[src/alc_pkg.sv]
package alc_pkg;

   // Field widths
   localparam int unsigned CNT_W      = 8;
   localparam int unsigned TEMP_W     = 9;
   localparam int unsigned THR_W      = 8;
   localparam int unsigned RPM_W      = 16;
   localparam int unsigned RPM_HUN_W  = 10;
   localparam int unsigned CSR_ADDR_W = 3;
   localparam int unsigned CSR_DATA_W = 9;
   localparam int unsigned REQ_DATA_W = 48;
   localparam int unsigned RSP_DATA_W = 8;

   // Minimum speed register counts in tens of rpm
   localparam logic [3:0] RPM_TENS_SCALE = 4'd10;

   // Build option defaults
   localparam bit FAN_ENABLED_DEF         = 1'b1;
   localparam bit REQUEST_ACTIVE_HIGH_DEF = 1'b1;

   // Register indexes
   localparam logic [CSR_ADDR_W-1:0] REG_AFTER_START_DELAY      = 3'd0;
   localparam logic [CSR_ADDR_W-1:0] REG_COMPRESSOR_ON_DELAY    = 3'd1;
   localparam logic [CSR_ADDR_W-1:0] REG_THROTTLE_CUT           = 3'd2;
   localparam logic [CSR_ADDR_W-1:0] REG_THROTTLE_RELEASE_TICKS = 3'd3;
   localparam logic [CSR_ADDR_W-1:0] REG_MIN_RPM_TENS           = 3'd4;
   localparam logic [CSR_ADDR_W-1:0] REG_MAX_RPM_HUNDREDS       = 3'd5;
   localparam logic [CSR_ADDR_W-1:0] REG_RPM_RELEASE_TICKS      = 3'd6;
   localparam logic [CSR_ADDR_W-1:0] REG_COOLANT_CUT_TEMP       = 3'd7;

   // One control tick
   typedef struct packed {
      logic [RPM_HUN_W-1:0]    engine_rpm_hundreds;
      logic [RPM_W-1:0]        engine_rpm;
      logic [THR_W-1:0]        throttle_pos;
      logic signed [TEMP_W-1:0] coolant_temp;
      logic                    request_pin;
      logic                    engine_running;
   } tick_type;

   // One result
   typedef struct packed {
      logic coolant_locked;
      logic throttle_locked;
      logic rpm_locked;
      logic turning_on;
      logic request_active;
      logic fan_on;
      logic compressor_on;
   } result_type;

endpackage

[src/aircon_lockout_controller_top.sv]
// Air-conditioning lockout controller. Each req_ beat is one control tick and
// gives exactly one rsp_ beat holding the compressor, fan, request, turning-on
// and lockout bits after that tick. The block takes one beat per clock cycle
// while rsp_tready stays high. A beat's result is registered: the beat passes
// the input register, then the single tick stage of counters and compares,
// then the result register, which drives rsp_. A stalled rsp_ holds the result
// and drops req_tready once the input register is also full. The coolant
// lockout has a 2-degree hysteresis band; the throttle and speed lockouts
// release after their stand-down tick counts. Write the csr_ registers only
// while no beat is in flight.
module aircon_lockout_controller_top #(
   parameter bit FAN_ENABLED         = alc_pkg::FAN_ENABLED_DEF,
   parameter bit REQUEST_ACTIVE_HIGH = alc_pkg::REQUEST_ACTIVE_HIGH_DEF
) (
   input  logic                              clock,
   input  logic                              reset,
   // bits: engine_running[0], request_pin[1], coolant_temp[10:2],
   // throttle_pos[18:11], engine_rpm[34:19], engine_rpm_hundreds[44:35], zero pad
   input  logic [alc_pkg::REQ_DATA_W-1:0]    req_tdata,
   input  logic                              req_tvalid,
   output logic                              req_tready,
   // bits: compressor_on[0], fan_on[1], request_active[2], turning_on[3],
   // rpm_locked[4], throttle_locked[5], coolant_locked[6], zero pad [7]
   output logic [alc_pkg::RSP_DATA_W-1:0]    rsp_tdata,
   output logic                              rsp_tvalid,
   input  logic                              rsp_tready,
   input  logic                              csr_we,
   input  logic [alc_pkg::CSR_ADDR_W-1:0]    csr_addr,
   input  logic [alc_pkg::CSR_DATA_W-1:0]    csr_wdata
);

   localparam int unsigned CW = alc_pkg::CNT_W;

   // Configuration registers
   logic [CW-1:0] after_start_delay_ff;
   logic [CW-1:0] compressor_on_delay_ff;
   logic [CW-1:0] throttle_cut_ff;
   logic [CW-1:0] throttle_release_ticks_ff;
   logic [CW-1:0] min_rpm_tens_ff;
   logic [CW-1:0] max_rpm_hundreds_ff;
   logic [CW-1:0] rpm_release_ticks_ff;
   logic signed [alc_pkg::TEMP_W-1:0] coolant_cut_temp_ff;

   // Control state
   logic [CW-1:0] start_wait_count_ff,       start_wait_count_in;
   logic          start_wait_done_ff,        start_wait_done_in;
   logic [CW-1:0] compressor_wait_count_ff,  compressor_wait_count_in;
   logic [CW-1:0] throttle_release_count_ff, throttle_release_count_in;
   logic [CW-1:0] rpm_release_count_ff,      rpm_release_count_in;
   logic          throttle_lock_ff,          throttle_lock_in;
   logic          rpm_lock_ff,               rpm_lock_in;
   logic          coolant_lock_ff,           coolant_lock_in;

   // Pipeline registers
   logic                 in_valid_ff;
   alc_pkg::tick_type    in_tick_ff;
   logic                 out_valid_ff;
   alc_pkg::result_type  out_res_ff, out_res_in;

   logic advance;
   logic signed [alc_pkg::TEMP_W:0] temp_ext;
   logic signed [alc_pkg::TEMP_W:0] cut_minus_one;
   logic [11:0] min_rpm;
   logic        rpm_out_of_range;
   logic        req_act;
   logic        turn_on;

   // Move a tick into the result register when the result slot is free
   assign advance    = in_valid_ff && (!out_valid_ff || rsp_tready);
   assign req_tready = !in_valid_ff || advance;

   assign rsp_tvalid = out_valid_ff;
   assign rsp_tdata  = {1'b0, out_res_ff};

   // Write configuration
   always_ff @(posedge clock) begin
      if (reset) begin
         after_start_delay_ff      <= '0;
         compressor_on_delay_ff    <= '0;
         throttle_cut_ff           <= '0;
         throttle_release_ticks_ff <= '0;
         min_rpm_tens_ff           <= '0;
         max_rpm_hundreds_ff       <= '0;
         rpm_release_ticks_ff      <= '0;
         coolant_cut_temp_ff       <= '0;
      end else if (csr_we) begin
         case (csr_addr)
            alc_pkg::REG_AFTER_START_DELAY:      after_start_delay_ff      <= csr_wdata[CW-1:0];
            alc_pkg::REG_COMPRESSOR_ON_DELAY:    compressor_on_delay_ff    <= csr_wdata[CW-1:0];
            alc_pkg::REG_THROTTLE_CUT:           throttle_cut_ff           <= csr_wdata[CW-1:0];
            alc_pkg::REG_THROTTLE_RELEASE_TICKS: throttle_release_ticks_ff <= csr_wdata[CW-1:0];
            alc_pkg::REG_MIN_RPM_TENS:           min_rpm_tens_ff           <= csr_wdata[CW-1:0];
            alc_pkg::REG_MAX_RPM_HUNDREDS:       max_rpm_hundreds_ff       <= csr_wdata[CW-1:0];
            alc_pkg::REG_RPM_RELEASE_TICKS:      rpm_release_ticks_ff      <= csr_wdata[CW-1:0];
            alc_pkg::REG_COOLANT_CUT_TEMP:       coolant_cut_temp_ff       <= csr_wdata;
            default: ;
         endcase
      end
   end

   // Capture an input beat
   always_ff @(posedge clock) begin
      if (reset) begin
         in_valid_ff <= 1'b0;
      end else if (req_tready) begin
         in_valid_ff <= req_tvalid;
      end
      if (req_tready && req_tvalid) begin
         in_tick_ff <= alc_pkg::tick_type'(req_tdata[$bits(alc_pkg::tick_type)-1:0]);
      end
   end

   // Tick logic: next state and result for the tick in the input register
   always_comb begin
      temp_ext      = {in_tick_ff.coolant_temp[alc_pkg::TEMP_W-1], in_tick_ff.coolant_temp};
      cut_minus_one = {coolant_cut_temp_ff[alc_pkg::TEMP_W-1], coolant_cut_temp_ff} - 10'sd1;
      min_rpm       = 12'(min_rpm_tens_ff) * 12'(alc_pkg::RPM_TENS_SCALE);

      // post-start delay
      start_wait_count_in = start_wait_count_ff;
      start_wait_done_in  = start_wait_done_ff;
      if (in_tick_ff.engine_running) begin
         if (start_wait_count_ff >= after_start_delay_ff) begin
            start_wait_done_in = 1'b1;
         end else begin
            start_wait_count_in = start_wait_count_ff + 1'b1;
         end
      end else begin
         start_wait_count_in = '0;
         start_wait_done_in  = 1'b0;
      end

      // coolant lockout, hold inside the dead band
      coolant_lock_in = coolant_lock_ff;
      if (in_tick_ff.coolant_temp > coolant_cut_temp_ff) begin
         coolant_lock_in = 1'b1;
      end else if (temp_ext < cut_minus_one) begin
         coolant_lock_in = 1'b0;
      end

      // throttle lockout with stand-down count
      throttle_lock_in          = throttle_lock_ff;
      throttle_release_count_in = throttle_release_count_ff;
      if (in_tick_ff.throttle_pos > throttle_cut_ff) begin
         throttle_lock_in          = 1'b1;
         throttle_release_count_in = '0;
      end else if (throttle_lock_ff) begin
         if (throttle_release_count_ff >= throttle_release_ticks_ff) begin
            throttle_lock_in = 1'b0;
         end else begin
            throttle_release_count_in = throttle_release_count_ff + 1'b1;
         end
      end else begin
         throttle_release_count_in = '0;
      end

      // speed lockout; the count runs while in range
      rpm_out_of_range = (in_tick_ff.engine_rpm < {4'd0, min_rpm}) ||
                         (in_tick_ff.engine_rpm_hundreds > {2'd0, max_rpm_hundreds_ff});
      rpm_lock_in          = rpm_lock_ff;
      rpm_release_count_in = rpm_release_count_ff;
      if (rpm_out_of_range) begin
         rpm_lock_in          = 1'b1;
         rpm_release_count_in = '0;
      end else if (rpm_release_count_ff >= rpm_release_ticks_ff) begin
         rpm_lock_in = 1'b0;
      end else begin
         rpm_release_count_in = rpm_release_count_ff + 1'b1;
      end

      // request decision
      req_act = REQUEST_ACTIVE_HIGH ? in_tick_ff.request_pin : !in_tick_ff.request_pin;
      turn_on = req_act && start_wait_done_in && !throttle_lock_in &&
                !rpm_lock_in && !coolant_lock_in;

      compressor_wait_count_in  = compressor_wait_count_ff;
      out_res_in.compressor_on  = out_res_ff.compressor_on;
      out_res_in.fan_on         = 1'b0;
      if (turn_on) begin
         out_res_in.fan_on = FAN_ENABLED;
         if (compressor_wait_count_ff >= compressor_on_delay_ff) begin
            out_res_in.compressor_on = 1'b1;
         end else begin
            compressor_wait_count_in = compressor_wait_count_ff + 1'b1;
         end
      end else begin
         out_res_in.compressor_on = 1'b0;
         compressor_wait_count_in = '0;
      end

      out_res_in.request_active  = req_act;
      out_res_in.turning_on      = turn_on;
      out_res_in.rpm_locked      = rpm_lock_in;
      out_res_in.throttle_locked = throttle_lock_in;
      out_res_in.coolant_locked  = coolant_lock_in;
   end

   // Advance state and load the result register
   always_ff @(posedge clock) begin
      if (reset) begin
         start_wait_count_ff       <= '0;
         start_wait_done_ff        <= 1'b0;
         compressor_wait_count_ff  <= '0;
         throttle_release_count_ff <= '0;
         rpm_release_count_ff      <= '0;
         throttle_lock_ff          <= 1'b0;
         rpm_lock_ff               <= 1'b0;
         coolant_lock_ff           <= 1'b0;
         out_valid_ff              <= 1'b0;
         out_res_ff                <= '0;
      end else begin
         if (advance) begin
            start_wait_count_ff       <= start_wait_count_in;
            start_wait_done_ff        <= start_wait_done_in;
            compressor_wait_count_ff  <= compressor_wait_count_in;
            throttle_release_count_ff <= throttle_release_count_in;
            rpm_release_count_ff      <= rpm_release_count_in;
            throttle_lock_ff          <= throttle_lock_in;
            rpm_lock_ff               <= rpm_lock_in;
            coolant_lock_ff           <= coolant_lock_in;
            out_res_ff                <= out_res_in;
            out_valid_ff              <= 1'b1;
         end else if (rsp_tready) begin
            out_valid_ff <= 1'b0;
         end
      end
   end

   // Compressor runs only on an accepted request
   assert property (@(posedge clock) disable iff (reset)
      out_valid_ff && out_res_ff.compressor_on |-> out_res_ff.turning_on)
      else $error("compressor on without turning_on");

   // Fan follows turning_on
   assert property (@(posedge clock) disable iff (reset)
      out_valid_ff && out_res_ff.fan_on |-> out_res_ff.turning_on)
      else $error("fan on without turning_on");

   // No request is accepted through an active lockout
   assert property (@(posedge clock) disable iff (reset)
      out_valid_ff && out_res_ff.turning_on |->
         !(out_res_ff.rpm_locked || out_res_ff.throttle_locked || out_res_ff.coolant_locked))
      else $error("turning_on during lockout");

   // A stalled tick stays in the input register
   assert property (@(posedge clock) disable iff (reset)
      in_valid_ff && !advance |=> in_valid_ff && $stable(in_tick_ff))
      else $error("stalled tick lost");

   // Speed and coolant lockout flags mirror the latest result
   assert property (@(posedge clock) disable iff (reset)
      out_valid_ff |-> out_res_ff.rpm_locked == rpm_lock_ff &&
                       out_res_ff.coolant_locked == coolant_lock_ff)
      else $error("result out of step with lockout state");

endmodule
[config.mk]
export PLATFORM = sky130hd
export DESIGN_NAME = aircon_lockout_controller_top
export DESIGN_NICKNAME = d
export VERILOG_FILES = /design/src/alc_pkg.sv /design/src/aircon_lockout_controller_top.sv
export SDC_FILE = /design/constraint.sdc
export NUM_CORES = 1
export LEC_CHECK = 0
export BUFFER_PORTS_ARGS = -buffer_cell sky130_fd_sc_hd__buf_2
export CORE_ASPECT_RATIO = 0.5
export CORE_MARGIN = 2
export CORE_UTILIZATION = 55
export CTS_CLUSTER_SIZE = 28
export DETAILED_ROUTE_END_ITERATION = 7
export PLACE_DENSITY = 0.84
export RECOVER_POWER = 25
export SLEW_MARGIN = 20
export SYNTH_ARGS = -nofsm -noshare
export SYNTH_HDL_FRONTEND = slang
export SYNTH_SLANG_ARGS = --single-unit
[constraint.sdc]
create_clock -name clock -period 8.6 [get_ports clock]
set_input_delay 0.43 -clock clock [delete_from_list [all_inputs] [get_ports clock]]
set_output_delay 0.43 -clock clock [all_outputs]
set_load 0.02 [all_outputs]
==> summary.txt, run 1 <==
Outcome
  – Status: complete, but fails checks
  – Failing checks: max-capacitance violations, max-slew violations

Worst setup path
  – FF-to-FF End: rsp_tdata[0]$_SDFFE_PP0P_
  – Critical path's slowest cell: o21a_1
  – Reg2Reg Setup Slack: 4.21 ns
  – FF-to-FF path depth: 16
  – Req. time, crit path: 8.90 ns
  – Setup crit end kind: flip-flop
  – Buf/Inv on CP: 0
  – Crit-path max FO: 10
  – CP Launch Type: flip-flop
  – CP Cell Sequence: ha_1 -> ha_1 -> fa_1 -> a21o_1 -> a21oi_1 -> o21bai_1 -> a21oi_1 -> xor2_1 -> ha_1 -> nand4_1 -> nor3_1 -> o31ai_1 -> a32oi_2 -> o21a_1 -> nand3_4 -> a211oi_2
  – Most frequent cell on the critical path: ha_1
  – Reg2reg start: min_rpm_tens_ff[3]$_SDFFE_PP0P_
  – Worst path top cell family by delay: compound AO/OA/AOI/OAI gates
  – Max incr delay on CP: 0.50 ns
  – Critical Path AT: 4.69 ns
  – WS Path Type: reg -> reg

Clocking
  – Hold-fix buffers, CTS: 0
  – Setup repair bufs after CTS: 0
  – CTS H-Tree Depth: 4
  – Reg clk slew, reported paths: 0.06 ns
  – CTS tree: yes
  – PostCTS Resize Cnt: 0
  – TritonCTS Sinks: 150
  – CTS Buf Count: 17
  – Clk root buf: clkbuf_16
  – Worst-Skew Late Latency: 0.42 ns
  – CTS Buffer Depth: 2

Finish
  – Ant diodes: 0
  – Post-route cell area: 0.00907 mm^2
  – Fraction of layout cells with a size suffix above 1: 11.7%
  – Filler cells: 1,119
  – Layout area overhead: 12.7%
  – Nets: 1,110

GRT
  – Vias in the first global route: 6,313
  – Grt ovf: 0
  – Antenna violations before repair: 0
  – First-pass GRT wire length: 30.1 mm
  – Tot GR Track Use: 24.4%
  – Largest net degree at the start of global routing: 99

Power
  – Clock Power Share: 44.9%
  – Power Dens Cells: 183 mW/mm^2
  – Leak: 3.48 nW
  – Final Power: 0.00166 W
  – Internal power: 0.00126 W
  – Switch Pwr: 0.000400 W
  – Worst vdd ir: 113 uV
  – Sequential share of power: 46.1%
  – Switching Share: 24.1%
  – Combinational share of power: 9.0%

Drt
  – Initial drt markers: 464
  – Vias: 6,608
  – Residual DRC: 0
  – Via density: 5.69
  – Routed WL per cell: 15.8 um
  – Drt first pass iters: 4
  – Total wire length: 18.3 mm
  – Post-DRT Antenna Nets: 0

Floorplanning
  – # IOs: 75
  – Initial Utilization: 55.9%
  – Die Ht: 89.5 um
  – Area of the core: 0.0144 mm^2
  – Die width: 175 um
  – Die area: 0.0157 mm^2
  – Std cell rows: 31

Timing
  – WHS: 0.179 ns
  – Worst-Margin Slew: 4.19 ns
  – Skew final: 0.00611 ns
  – Final worst path period share: 51.0%
  – Achievable frequency: 228 MHz
  – Worst setup margin: 4.21 ns
  – Tmin final: 4.39 ns
  – Final setup viols: 0
  – Final hold vios: 0
  – Max-slew violations: 99
  – Final TNS setup: 0 ns
  – Slew margin rel.: -180%
  – RSZ-0062 raised after global routing: no

Placement
  – I/O Buffers: 69
  – Post-DP HPWL: 12.5 mm
  – Final Wtd Congestion: 0.900
  – Cell Area, Placed: 0.00849 mm^2
  – Worst slack at placement: 4.33 ns

Synthesis
  – Post-synthesis cell area: 0.00805 mm^2
  – Mapped Cells: 894
  – Top-area cell type share of the netlist area: 26.4%
  – Post-synth EDFFs: 44
  – Avg Cell Area, Syn: 9.00 um^2
  – YS warnings: 0
  – Cell taking the most area after synthesis: dfxtp_1
  – Async S/R FF share, synth: 0%
  – Syn Nets: 1,054
  – Post-synthesis sequential area ratio: 42.8%
  – Synth top area cells: dfxtp_1 (26%), edfxtp_1 (16%), ha_1 (15%), nand2_1 (7.6%), a21oi_1 (6.2%)
  – Ys flop type: dfxtp_1
  – Synth Register Bits: 150
  – Post-synth cell types: 59

Worst hold path
  – WHS Path Cells: 1
  – Hold_sp: req_tdata[1]
  – Hold Crit Class: in -> reg
  – Hold Path Sink: req_act$_DFFE_PP_

Flow run
  – Max_cap viols: 1
cell usage in the layout (no fill, tap or decap), drive strengths merged, types with 4 or more instances in the layout:
master	Yosys	layout
a2111oi	4	4
a211o	6	6
a211oi	11	11
a21o	7	7
a21oi	99	99
a31oi	7	7
and3	7	7
buf	16	71
clkbuf	19	18
clkinv	0	10
dfxtp	106	106
edfxtp	44	44
ha	94	94
inv	73	73
nand2	164	164
nand2b	17	17
nand3	23	23
nand4	29	29
nor2	49	49
nor2b	11	11
nor3	14	14
o211ai	4	4
o21ai	14	14
o21bai	6	6
o221ai	5	5
xnor2	21	21
xor2	11	11
worst reg2reg max path: stages (launching register included):
cell,delay [ns]
dfxtp_1,0.34
ha_1,0.30
ha_1,0.23
fa_1,0.41
a21o_1,0.20
a21oi_1,0.25
o21bai_1,0.11
a21oi_1,0.19
xor2_1,0.11
ha_1,0.30
nand4_1,0.12
nor3_1,0.22
o31ai_1,0.13
a32oi_2,0.43
o21a_1,0.50
nand3_4,0.19
a211oi_2,0.24
kinds of logic after synthesis:
group,synth area share (%)
buf+inv,5.58
other cells,0.0466
xor+xnor,3.48
flops,42.8
compound gates,14.5
simple gates,18.7
fa+ha+maj,14.9
flip-flops by register name (all words and copies together) (netlist names):
register and count:
in_valid_ff 1, rpm_release_ticks_ff 8, compressor_wait_count_ff 8, compressor_on_delay_ff 8, coolant_cut_temp_ff 9, min_rpm_tens_ff 8, throttle_release_count_ff 8, in_tick_ff 43
rsp_tvalid 1, req_act 1, start_wait_count_ff 8, throttle_release_ticks_ff 8, throttle_cut_ff 8, start_wait_done_ff 1, rpm_release_count_ff 8, rsp_tdata 6
after_start_delay_ff 8, max_rpm_hundreds_ff 8
stage by stage:
stage / utilization [%] / cells
6_report: 63.1 / 1161
5_1_grt: 63.1 / 1161
4_1_cts: 63.1 / 1161
3_5_place_dp: 59.0 / 1129
3_3_place_gp: 59.0 / 1129
2_1_floorplan: - / 894
Yosys cell counts, drive strengths merged, types with 3 or more instances:
library cell / number
nand2: 164
dfxtp: 106
a21oi: 99
ha: 94
inv: 73
nor2: 49
edfxtp: 44
nand4: 29
nand3: 23
xnor2: 21
clkbuf: 19
nand2b: 17
buf: 16
nor3: 14
o21ai: 14
a211oi: 11
nor2b: 11
xor2: 11
a21o: 7
a31oi: 7
and3: 7
a211o: 6
o21bai: 6
o221ai: 5
a2111oi: 4
o211ai: 4
and2: 3
o2111ai: 3
o31ai: 3
power by group through the flow:
stage / logic [W] / clock network [W] / registers, W
6_report: 0.000149 / 0.000745 / 0.000765
3_3_place_gp: 0.000137 / 0 / 0.000778
2_1_floorplan: 0.000104 / 0 / 0.000776
5_1_grt: 0.000168 / 0.000784 / 0.000766
4_1_cts: 0.000147 / 0.000747 / 0.000764
3_5_place_dp: 0.000145 / 0 / 0.000779
cell type report:
class / count / area (um^2) / area share (%)
Clock buffer: 17 / 425 / 4.69
Clock inverter: 15 / 163 / 1.79
Inverter: 73 / 274 / 3.02
Multi-Input combinational cell: 636 / 4160 / 45.8
Sequential cell: 150 / 3440 / 37.9
Tap cell: 198 / 248 / 2.73
Timing Repair Buffer: 72 / 364 / 4.01
worst max path at each step:
stage / from / endpoint / slack, ns / cells past startpoint
after global placement: min_rpm_tens_ff[3]$_SDFFE_PP0P_ / rsp_tdata[0]$_SDFFE_PP0P_ / 4.48 / 16
after floorplan: min_rpm_tens_ff[3]$_SDFFE_PP0P_ / rsp_tdata[0]$_SDFFE_PP0P_ / 5.09 / 17
after detailed placement: min_rpm_tens_ff[3]$_SDFFE_PP0P_ / rsp_tdata[0]$_SDFFE_PP0P_ / 4.33 / 16
final: min_rpm_tens_ff[3]$_SDFFE_PP0P_ / rsp_tdata[0]$_SDFFE_PP0P_ / 4.21 / 16
after CTS: min_rpm_tens_ff[3]$_SDFFE_PP0P_ / rsp_tdata[0]$_SDFFE_PP0P_ / 4.30 / 16
after global routing: min_rpm_tens_ff[3]$_SDFFE_PP0P_ / rsp_tdata[0]$_SDFFE_PP0P_ / 3.93 / 16
metal layers:
layer | wire (um) | share of wire, % | GRT usage [%] | vias up
li1 | - | - | - | 3242
met1 | 7860 | 43 | 29.8 | 3082
met2 | 8850 | 48 | 42.1 | 236
met3 | 1140 | 6.2 | 5.74 | 48
met4 | 438 | 2.4 | 11.2 | 0
met5 | 0 | 0 | 0 | -
No activity file was read; power rests on OpenSTA's default activity.
==> run 2: changes to the inputs <==
ABC_AREA = 1   (was unset)
clock period = 4.45 ns   (was 8.6 ns; I/O delays follow)
==> run 2 against run 1 <==
The flow now finishes without violations. Register-to-register slack lost 3.2 ns. Utilization grew 3.7 points. Highest routed layer unchanged. Largest cell class unchanged. Sequential power grew 97%. Critical endpoint is now compressor_wait_count_ff[4]$_SDFFE_PP0P_. Fmax grew 27%.
==> summary.txt, run 2 <==
Outcome
  – Status: finished, final reports clean

Synthesis
  – Count leader, synth: inv_1
  – Post-synth EDFFs: 44
  – Post-synthesis sequential area ratio: 42.2%
  – Ys flop type: dfxtp_1
  – Synth top area cells: dfxtp_1 (26%), edfxtp_1 (16%), ha_1 (14%), inv_1 (6.9%), a21oi_1 (6.2%)
  – Post-synthesis cell area: 0.00817 mm^2
  – Syn Nets: 1,136
  – Cell taking the most area after synthesis: dfxtp_1
  – Avg Cell Area, Syn: 8.37 um^2
  – Synth Register Bits: 150
  – Async S/R FF share, synth: 0%
  – Mapped Cells: 976
  – Post-synth top cells: inv_1 (151), nand2_1 (131), dfxtp_1 (106)
  – YS warnings: 0
  – Top-area cell type share of the netlist area: 26.0%
  – Post-synth cell types: 49

Placement
  – Cells after DPL: 1,222
  – Post-DP HPWL: 12.7 mm
  – Final Wtd Congestion: 0.896
  – I/O Buffers: 69
  – Cell Area, Placed: 0.00866 mm^2

Clocking
  – CTS Buffer Depth: 2
  – Setup repair bufs after CTS: 0
  – TritonCTS Sinks: 150
  – Clk root buf: clkbuf_16
  – CTS H-Tree Depth: 4
  – Worst-Skew Late Latency: 0.43 ns
  – Reg clk slew, reported paths: 0.07 ns
  – CTS Buf Count: 17
  – CTS tree: yes

Timing
  – Worst-Margin Slew: 0.970 ns
  – RSZ-0062 raised after global routing: no
  – Tmin final: 3.44 ns
  – Achievable frequency: 290 MHz
  – Slew margin rel.: 35.3%
  – Final TNS setup: 0 ns
  – Final worst path period share: 77.4%
  – Final hold vios: 0
  – Max-slew violations: 0
  – Final setup viols: 0
  – Skew final: 0.0104 ns

Power
  – Power Dens Cells: 349 mW/mm^2
  – Leak: 4.28 nW
  – Worst vdd ir: 262 uV
  – Final Power: 0.00337 W

Finish
  – Nets: 1,247
  – Filler cells: 1,062
  – Non-filler cells, final: 1,299
  – Biggest regs: in_tick_ff (43), coolant_cut_temp_ff (9)
  – Layout area overhead: 18.2%
  – Fraction of layout cells with a size suffix above 1: 13.2%
  – Commonest non-fill, non-tap cell in the layout: inv_1
  – Max reg flops: 43
  – Most flops, register: in_tick_ff
  – Post-route cell area: 0.00965 mm^2
  – Most frequent cells in the layout: inv_1 (150), nand2_1 (132), dfxtp_1 (106), a21oi_1 (101), ha_1 (94)

Worst setup path
  – Critical Path AT: 3.77 ns
  – CP Launch Type: flip-flop
  – Req. time, crit path: 4.78 ns
  – Reg2reg start: min_rpm_tens_ff[3]$_SDFFE_PP0P_
  – WS Path Type: reg -> reg
  – FF-to-FF path depth: 21
  – Setup crit end kind: flip-flop
  – Crit-path max FO: 7
  – Reg2Reg Setup Slack: 1.01 ns
  – FF-to-FF End: compressor_wait_count_ff[4]$_SDFFE_PP0P_

Drt
  – Post-DRT Antenna Nets: 0
  – Total wire length: 19.1 mm
  – Drt first pass iters: 6
  – Residual DRC: 0
  – Vias: 7,003
  – Top layer in use: met4
  – Initial drt markers: 555
  – DR WL met3: 1.09 mm
  – Metal1 wirelength: 8.06 mm
  – Via density: 5.39
  – Met2 Wirelength: 9.27 mm
  – Routed WL per cell: 14.7 um

Floorplanning
  – Std cell rows: 31
  – Die width: 176 um
  – # IOs: 75
  – Die Ht: 90.2 um
  – Area of the core: 0.0145 mm^2
  – Die area: 0.0159 mm^2
  – Initial Utilization: 56.4%

Worst hold path
  – Hold Crit Class: in -> reg
  – Hold Path Sink: rsp_tvalid$_SDFFE_PP0P_
  – WHS Path Cells: 4
  – Hold_sp: rsp_tready

GRT
  – Grt ovf: 0
  – Vias in the first global route: 7,015
  – Antenna violations before repair: 1
  – First-pass GRT wire length: 31.7 mm
  – Largest net degree at the start of global routing: 44
  – Tot GR Track Use: 24.9%

Flow run
  – Max_cap viols: 0
==> run 2: how the worst max path moves through the flow <==
stage / start / endpoint / slack [ns]
global route: min_rpm_tens_ff[3]$_SDFFE_PP0P_ / compressor_wait_count_ff[5]$_SDFFE_PP0P_ / 0.67
global placement: min_rpm_tens_ff[3]$_SDFFE_PP0P_ / compressor_wait_count_ff[5]$_SDFFE_PP0P_ / 1.14
CTS: min_rpm_tens_ff[3]$_SDFFE_PP0P_ / compressor_wait_count_ff[4]$_SDFFE_PP0P_ / 1.02
detailed placement: min_rpm_tens_ff[3]$_SDFFE_PP0P_ / compressor_wait_count_ff[4]$_SDFFE_PP0P_ / 1.04
floorplan: min_rpm_tens_ff[3]$_SDFFE_PP0P_ / compressor_wait_count_ff[3]$_SDFFE_PP0P_ / 1.44
finish: min_rpm_tens_ff[3]$_SDFFE_PP0P_ / compressor_wait_count_ff[4]$_SDFFE_PP0P_ / 1.01
==> run 2: routing by layer <==
metal  vias to the layer above  GRT usage, %
met3                        76          4.65
met4                         0          12.7
met1                      3239          29.4
met5                         -             0
li1                       3453             -
met2                       235          43.5
==> run 2: metrics by stage <==
stage	setup WS [ns]	utilization (%)	hold WS, ns
final	1.01	66.7	0.0752
after global routing	0.673	66.7	0.106
after CTS	1.02	66.8	0.0761
after detailed placement	1.04	59.9	0.401
after global placement	1.14	59.9	0.398
after floorplan	1.44	-	0.292
==> run 2: cell families (layout without fill, tap and decap cells) <==
| family | count (synthesis) | count (layout) | share of synthesized area [%] |
|---|---|---|---|
| compound gates | 202 | 202 | 13.3 |
| xor+xnor | 23 | 23 | 2.47 |
| fa+ha+maj | 95 | 95 | 14.6 |
| buf+inv | 180 | 304 | 8.67 |
| flops | 150 | 150 | 42.2 |
| other cells | 1 | 2 | 0.0459 |
| simple gates | 325 | 325 | 18.7 |
==> run 2: timing repair <==
item / in CTS / in global routing
hold buffers: 44 / 0
resized for setup: 0 / 0
endpoints found under the hold margin: 44 / 0
==> run 2: worst max-delay path, stage by stage (launching register included) <==
cell,delay [ns]
dfxtp_1,0.33
ha_1,0.30
ha_1,0.35
nand3_1,0.10
nand2_1,0.11
a21oi_1,0.07
o21ai_0,0.24
inv_1,0.08
nor2_1,0.12
o21ai_0,0.10
ha_1,0.31
nand2_1,0.08
nor3_1,0.18
nand2_1,0.07
nand2_1,0.10
nand2_2,0.14
nor2_4,0.19
nand3_4,0.12
nand2_4,0.11
nand2_2,0.08
nor2_1,0.09
nor2_1,0.05
==> run 2: report_power, final <==
group | leakage (nW) | total (W) | switching [W] | internal [W]
Sequential | 1.29 | 0.00151 | 0.0000362 | 0.00147
Clock | 0.271 | 0.00138 | 0.000646 | 0.000738
Combinational | 2.72 | 0.000483 | 0.000297 | 0.000185
Total | 4.28 | 0.00337 | 0.000980 | 0.00239
==> run 2: area by class of cell <==
| class | count | area, um^2 | share of cell area (%) |
|---|---|---|---|
| Multi-Input combinational cell | 646 | 4010 | 41.5 |
| Sequential cell | 150 | 3440 | 35.7 |
| Timing Repair Buffer | 115 | 797 | 8.26 |
| Inverter | 157 | 594 | 6.16 |
| Clock buffer | 17 | 425 | 4.41 |
| Tap cell | 198 | 248 | 2.57 |
| Clock inverter | 15 | 134 | 1.39 |
| Antenna cell | 1 | 2.50 | 0.0259 |
